### src/design/q2e_pkg.sv
package q2e_pkg;

  // Number of CORDIC cells in each angle lane.
  localparam int CORDIC_STAGES = 16;
  localparam int MAX_TABLE = 24;

  // Width of the rotation terms, at a scale of 2^28.
  localparam int TW = 36;
  // Width of the CORDIC x and y words.
  localparam int CW = 38;
  // Width of the angle accumulator, in units of 2^-16 degree.
  localparam int AW = 27;
  // Width of the square root remainder and root words.
  localparam int SW = 58;
  // One root bit per cell, for radicands up to 2^56.
  localparam int SQRT_CELLS = 29;

  localparam logic signed [TW-1:0] ONE_Q28 = TW'(64'sd268435456);
  localparam logic signed [AW-1:0] DEG180 = AW'(64'sd11796480);
  localparam logic signed [17:0] LIM_FULL = 18'sd23040;
  localparam logic signed [17:0] LIM_HALF = 18'sd11520;

  typedef struct packed {
    logic signed [CW-1:0] x;
    logic signed [CW-1:0] y;
    logic signed [AW-1:0] acc;
    logic                 zero;
  } cordic_t;

  typedef struct packed {
    logic [SW-1:0]        rem;
    logic [SW-1:0]        res;
    logic signed [TW-1:0] t0;
    logic signed [TW-1:0] t1;
    logic signed [TW-1:0] t2;
    logic signed [TW-1:0] t3;
    logic signed [TW-1:0] t4;
  } sqrt_t;

  // atan(2^-i) in units of 2^-16 degree, rounded to nearest.
  function automatic logic signed [AW-1:0] atan_entry(input logic [4:0] idx);
    logic signed [AW-1:0] v;
    case (idx)
      5'd0:  v = AW'(2949120);
      5'd1:  v = AW'(1740967);
      5'd2:  v = AW'(919879);
      5'd3:  v = AW'(466945);
      5'd4:  v = AW'(234379);
      5'd5:  v = AW'(117304);
      5'd6:  v = AW'(58666);
      5'd7:  v = AW'(29335);
      5'd8:  v = AW'(14668);
      5'd9:  v = AW'(7334);
      5'd10: v = AW'(3667);
      5'd11: v = AW'(1833);
      5'd12: v = AW'(917);
      5'd13: v = AW'(458);
      5'd14: v = AW'(229);
      5'd15: v = AW'(115);
      5'd16: v = AW'(57);
      5'd17: v = AW'(29);
      5'd18: v = AW'(14);
      5'd19: v = AW'(7);
      5'd20: v = AW'(4);
      5'd21: v = AW'(2);
      5'd22: v = AW'(1);
      default: v = '0;
    endcase
    return v;
  endfunction

  // Round half up to 1/128 degree and saturate to +-lim; a zero vector gives 0.
  function automatic logic signed [17:0] round_sat(input cordic_t d,
                                                   input logic signed [17:0] lim);
    logic signed [AW-1:0] s;
    logic signed [17:0]   r;
    s = d.acc + AW'(256);
    r = s[AW-1:9];
    if (d.zero) begin
      r = '0;
    end else if (r > lim) begin
      r = lim;
    end else if (r < -lim) begin
      r = -lim;
    end
    return r;
  endfunction

endpackage

### src/design/q2e_sqrt_cell.sv
module q2e_sqrt_cell (
  input  logic           clk,
  input  logic           rst_n,
  input  logic           en,
  input  logic [5:0]     bit_exp,
  input  logic           valid_in,
  input  q2e_pkg::sqrt_t d_in,
  output logic           valid_out,
  output q2e_pkg::sqrt_t d_out
);
  import q2e_pkg::*;

  logic          valid_r;
  sqrt_t         d_r;
  sqrt_t         d_nxt;
  logic [SW-1:0] bit_v;
  logic [SW-1:0] trial;

  // One restoring step of the digit-by-digit square root.
  always_comb begin
    d_nxt = d_in;
    bit_v = SW'(1) << bit_exp;
    trial = d_in.res + bit_v;
    if (d_in.rem >= trial) begin
      d_nxt.rem = d_in.rem - trial;
      d_nxt.res = (d_in.res >> 1) + bit_v;
    end else begin
      d_nxt.res = d_in.res >> 1;
    end
  end

  always_ff @(posedge clk) begin
    if (!rst_n) begin
      valid_r <= 1'b0;
    end else if (en) begin
      valid_r <= valid_in;
    end
  end

  always_ff @(posedge clk) begin
    if (en) begin
      d_r <= d_nxt;
    end
  end

  assign valid_out = valid_r;
  assign d_out = d_r;

endmodule

### config.mk
export PLATFORM = sky130hd
export DESIGN_NAME = q2e_sqrt_cell
export DESIGN_NICKNAME = d
export VERILOG_FILES = /design/src/design/q2e_pkg.sv /design/src/design/q2e_sqrt_cell.sv
export SDC_FILE = /design/constraint.sdc
export NUM_CORES = 1
export LEC_CHECK = 0
export BUFFER_PORTS_ARGS = -buffer_cell sky130_fd_sc_hd__buf_2
export CORE_AREA = 2 2 232 234
export DETAILED_ROUTE_END_ITERATION = 16
export DIE_AREA = 0 0 234 236
export PLACE_DENSITY = 0.71
export SETUP_SLACK_MARGIN = 0.05
export SLEW_MARGIN = 20
export SYNTH_ARGS = -nofsm -noshare
export SYNTH_HDL_FRONTEND = slang
export SYNTH_SLANG_ARGS = --single-unit
### constraint.sdc
create_clock -name clk -period 5.9 [get_ports clk]
set_input_delay 0.59 -clock clk [delete_from_list [all_inputs] [get_ports clk]]
set_output_delay 0.59 -clock clk [all_outputs]
set_load 0.05 [all_outputs]
# Yosys cells after proc, flatten, opt, wreduce, memory -nomap -nowiden
# Index checks and enable logic that the tools add are counted.
dict set report totals {
  in_bits 306
  reg_bits 297
  out_inout_bits 297
}
dict set report op_classes {
  order_cmp 1
  addsub 3
  n_mux 2
  shifts 1
}
# op count
set ops {}
lappend ops {{$add A57 B58 Y58} 1}
lappend ops {{$add A58 B58 Y58} 1}
lappend ops {{$ge A58 B58 Y1} 1}
lappend ops {{$mux W58} 1}
lappend ops {{$shl A1 B6 Y58 const A} 1}
lappend ops {{$sub A58 B58 Y58} 1}
lappend ops {{$mux W57} 1}

# Longest topological paths before layout
dict set report depth {
  word_depth 4
  ltp_mapped 31
  depth_no_buf 27
}

# Worst setup path after synthesis
# No wires, ideal clock.
dict set report synth_timing {
  path_type {input-to-reg}
  from {input bit_exp[5]}
  to {register d_r (netlist bit d_out[234]), data pin}
  setup_slack_ns -0.524
  path_buffers 6
  setup_ns 0.265
  cell_stages 30
  arrival_time_ns 6.159
  required_time_ns 5.635
  path_cell_list {buf_6 > clkbuf_1 > nand2b_1 > clkbuf_1 > nor2_1 > ha_1 > clkbuf_1 > a21o_1 > a21o_1 > a21o_1 > a311oi_1 > nand2_1 > a41oi_1 > nor2_1 > or2_2 > xnor2_1 > ha_1 > clkbuf_1 > a21o_1 > a21o_1 > a21o_1 > nand3_1 > a31oi_1 > a21o_1 > a31oi_1 > o31a_1 > clkbuf_1 > nor3_1 > a221oi_1 > nand3_1}
}
# item line_no
set synth_rtl {}
lappend synth_rtl {{start, declared} q2e_sqrt_cell.sv:5} ;# input logic [5:0] bit_exp,
lappend synth_rtl {{end signal, assigned} q2e_sqrt_cell.sv:42} ;# d_r <= d_nxt;
lappend synth_rtl {{end, declared} q2e_sqrt_cell.sv:14} ;# sqrt_t d_r;

==> tab_implementation.tex <==
\begin{tabular}{lr}
\hline
Metric & Value \\
\hline
\multicolumn{2}{l}{\textbf{Cells and area}} \\
\quad Post-route standard cell area excluding fillers & 0.0302 mm\^{}2 \\
\quad Sequential standard cell area & 0.00891 mm\^{}2 \\
\quad Layout cells sized above 1 & 0.398 \\
\quad Highest-count cells in the layout ignoring fill and taps & sky130\_fd\_sc\_hd\_\_buf\_2, sky130\_fd\_sc\_hd\_\_buf\_4, sky130\_fd\_sc\_hd\_\_edfxtp\_1, sky130\_fd\_sc\_hd\_\_a21oi\_1, sky130\_fd\_sc\_hd\_\_nor2\_1 \\
\quad Filler cell count & 4,769 \\
\quad Area of the multi-input gates & 0.0121 mm\^{}2 \\
\quad Area growth from synthesis to layout & 43.7\% \\
\quad Net count reported at finish & 3,694 \\
\quad Commonest non-fill, non-tap cell in the layout & sky130\_fd\_sc\_hd\_\_buf\_2 \\
\multicolumn{2}{l}{\textbf{Floorplanning}} \\
\quad Number of placement rows & 85 \\
\quad Die outline area & 0.0552 mm\^{}2 \\
\quad Chip Height & 236 um \\
\quad Effective utilization at floorplan & 0.396 \\
\quad Core Footprint & 0.0531 mm\^{}2 \\
\quad Boundary pin count & 603 \\
\quad Die width & 234 um \\
\multicolumn{2}{l}{\textbf{STA}} \\
\quad Accumulated negative setup slack & 0 ps \\
\quad Maximum clock frequency & 171 MHz \\
\quad Worst clock skew & 0 ps \\
\quad Relative slew margins & 0.256 \\
\quad Final Max Slew Viols & 0 \\
\quad Period Utilization, post-route & 0.990 \\
\quad Slew at the pin closest to its max-slew limit & 1120 ps \\
\quad Final setup violation count & 0 \\
\quad RSZ-0062 raised after global routing & yes \\
\quad Clock period minus final worst setup slack & 5840 ps \\
\quad Final Hold Fails & 0 \\
\quad Least setup slack across all paths after layout & 61.0 ps \\
\quad Final worst hold slack & 215 ps \\
\multicolumn{2}{l}{\textbf{GRT}} \\
\quad Antenna violations before repair & 13 \\
\quad First-pass GRT wire length & 131 mm \\
\quad Total global routing track utilization & 0.316 \\
\quad Largest net degree at the start of global routing & 112 \\
\quad Via count of the first global-routing pass & 21,000 \\
\quad Remaining global-route overflow & 0 \\
\multicolumn{2}{l}{\textbf{Placed design}} \\
\quad Buffers added on ports & 602 \\
\quad Placer's final routability congestion estimate & 0.946 \\
\quad Dpl cell area & 0.0285 mm\^{}2 \\
\quad Pre-CTS worst setup slack & -561 ps \\
\quad Total half-perimeter wirelength after legalization and detailed placement & 75.6 mm \\
\multicolumn{2}{l}{\textbf{Clocking}} \\
\quad Maximum root-to-sink buffer count & 3 \\
\quad Number of buffers inserted during clock tree synthesis & 34 \\
\quad CTS Root Cell & sky130\_fd\_sc\_hd\_\_clkbuf\_16 \\
\quad Total number of clock tree sinks & 297 \\
\quad TritonCTS clock tree & built \\
\quad H-tree level count & 2 \\
\quad Clock Pin Slew Worst Setup and Hold Paths & 70 ps \\
\quad Clock latency of the later-clocked register in the worst-skew pair & 540 ps \\
\multicolumn{2}{l}{\textbf{Synthesis}} \\
\quad EDFF count, synth & 296 \\
\quad Compound-Gate Fraction of Synth Area & 0.220 \\
\quad Warnings, synthesis & 0 \\
\quad Largest family of logic cells by synthesized area & compound AO/OA/AOI/OAI gates \\
\quad Flop and latch count out of synthesis & 297 \\
\quad Cell type contributing the most total cell area after synthesis & sky130\_fd\_sc\_hd\_\_edfxtp\_1 \\
\quad Share of synthesized area spent on multiplexers & 0.00244 \\
\quad Post-synthesis instance area & 0.0210 mm\^{}2 \\
\quad Post-Synth XOR/XNOR Area & 0.0759 \\
\quad Largest cells by area after synthesis & sky130\_fd\_sc\_hd\_\_edfxtp\_1, sky130\_fd\_sc\_hd\_\_ha\_1, sky130\_fd\_sc\_hd\_\_a21oi\_1 \\
\quad Sequential cell area fraction in the yosys report & 0.424 \\
\quad Basic-gate share of the synthesized area counting and, or, nand and nor cells & 0.152 \\
\quad Distinct cell type count of the synthesized netlist & 82 \\
\quad Post-Synthesis Cells & 2,197 \\
\quad Async S/R FF share, synth & 0 \\
\quad Average cell area after synthesis & 9.55 um\^{}2 \\
\quad Main flop type after synthesis & sky130\_fd\_sc\_hd\_\_edfxtp\_1 \\
\quad Synthesized Nets & 2,660 \\
\quad Proportion of netlist area held by the largest area contributor & 0.423 \\
\quad Area share of fa/ha/maj cells after synthesis & 0.0968 \\
\multicolumn{2}{l}{\textbf{Critical path}} \\
\quad Number of buffers and inverters on the critical path & 8 \\
\quad CP endpoint kind & register \\
\quad FF-to-FF setup slack & 5300 ps \\
\quad Cell with the most instances on the worst path & sky130\_fd\_sc\_hd\_\_buf\_4 \\
\quad CP max stage delay & 380 ps \\
\quad Stages on worst setup path & 31 \\
\quad Startpoint class of the critical path & input port \\
\quad FF-to-FF Start & valid\_out \\
\quad Slowest stage cell on the critical path & sky130\_fd\_sc\_hd\_\_or3\_1 \\
\quad Kind of cell with the highest combined delay on the critical path & simple AND/OR/NAND/NOR gates \\
\quad CP Class & input port to register \\
\quad Crit path DAT & 6120 ps \\
\quad Reg2Reg Depth & 2 \\
\quad CP required & 6180 ps \\
\quad Critical path fanouts, max & 13 \\
\quad Worst reg2reg endpoint & valid\_out \\
\quad Capturing element of the worst setup path & d\_out[234] \\
\quad Origin of the worst setup path & bit\_exp[3] \\
\multicolumn{2}{l}{\textbf{Route}} \\
\quad Wire per inst & 23.3 um \\
\quad First-pass iteration count of the detailed router & 6 \\
\quad Overall routed net length & 92.1 mm \\
\quad DR DRC count & 0 \\
\quad Routed via count divided by cell count & 5.56 \\
\quad Vias & 22,000 \\
\quad Drt initial violations & 1,877 \\
\quad Final antenna-violating net count & 0 \\
\multicolumn{2}{l}{\textbf{Pwr}} \\
\quad Peak ir drop on the vdd network & 0.194 mV \\
\quad Overall power & 7.55 mW \\
\quad Power density over cell area & 250 mW/mm\^{}2 \\
\quad Static leakage & 13.9 nW \\
\multicolumn{2}{l}{\textbf{Run}} \\
\quad Maximum Capacitance Violations & 0 \\
\multicolumn{2}{l}{\textbf{Run status}} \\
\quad Status & complete, no violations \\
\multicolumn{2}{l}{\textbf{Worst hold path}} \\
\quad Worst hold path class & input port to register \\
\hline
\end{tabular}
metrics by stage:
stage | instances | utilization
after global routing | 3955 | 0.568
after detailed placement | 3881 | 0.537
after global placement | 3881 | 0.537
final | 3958 | 0.569
after floorplan | 2197 | -
after CTS | 3941 | 0.559
worst reg2reg max path, cell delays in order, from the launching register on:
cell and delay, ps:
sky130_fd_sc_hd__dfxtp_1 310, sky130_fd_sc_hd__mux2i_1 130, sky130_fd_sc_hd__nor2b_1 60
synthesized netlist by cell type, drive strengths merged, types with 5 or more instances:
cell type,count
o211ai,10
nor3,41
o31ai,18
a311oi,5
a2111oi,5
clkbuf,87
a41oi,6
or3,12
nand4,45
and4,6
o2111ai,6
nor4b,6
a21boi,7
edfxtp,296
o21a,9
o221ai,5
o41ai,5
a211oi,17
nor4,9
o21ai,138
buf,18
a21o,131
inv,48
nand2,181
xor2,79
or2,7
nor2b,25
xnor2,103
o21bai,34
and3,26
a31oi,24
nand2b,15
a21oi,269
a221oi,10
nor2,200
nand3,65
maj3,6
and2,9
ha,156
per-layer routing:
layer | track usage | routed length [um]
met1 | 0.421 | 38500
met2 | 0.511 | 42600
met3 | 0.0482 | 6730
met4 | 0.132 | 4280
met5 | 0 | 22
where the power goes:
group,leakage (nW),switching (mW),internal [mW]
sequential,2.91,0.0876,2.60
clock,0.564,0.936,1.27
combinational,10.4,1.80,0.862
total,13.9,2.82,4.73
how the worst min path moves through the flow:
| stage | from | endpoint | slack (ps) | cells after the start |
|---|---|---|---|---|
| final | d_in[35] | d_out[35] | 220 | 1 |
| after global routing | d_in[9] | d_out[9] | 200 | 1 |
| after CTS | d_in[9] | d_out[9] | 190 | 1 |
| after detailed placement | valid_out | valid_out | 510 | 2 |
| after global placement | valid_out | valid_out | 500 | 2 |
| after floorplan | d_in[0] | d_out[0] | 690 | 0 |
final cells by class:
class,count,share of cell area
Antenna cell,7,0.000581
Inverter,48,0.00597
Timing Repair Buffer,1103,0.230
Tap cell,696,0.0289
Sequential cell,297,0.295
Multi-Input combinational cell,1747,0.401
Clock inverter,24,0.00871
Clock buffer,36,0.0292
cells by family (layout without fill, tap and decap cells):
kind of cell	Yosys count	in the layout
buffers and inverters	153	1211
multiplexers	5	5
XOR/XNOR	182	182
other	0	7
AND/OR/NAND/NOR	666	666
adder cells (fa/ha/maj)	163	163
AO/OA/AOI/OAI	731	731
flip-flops	297	297
flip-flops by register name, summed over array words and instances, names as in the netlist:
signal / cells
valid_out: 1
d_out: 296
repair_timing:
item | 4_1_cts | 5_1_grt
buffers inserted | 0 | 9
gates cloned | 0 | 1
endpoints found under the setup margin | 32 | 116
pin swaps | 1 | 31
hold endpoints to repair | 0 | 0
hold buffers | 0 | 0
gates resized for setup | 6 | 88
Power figures use the tool's default switching activity.
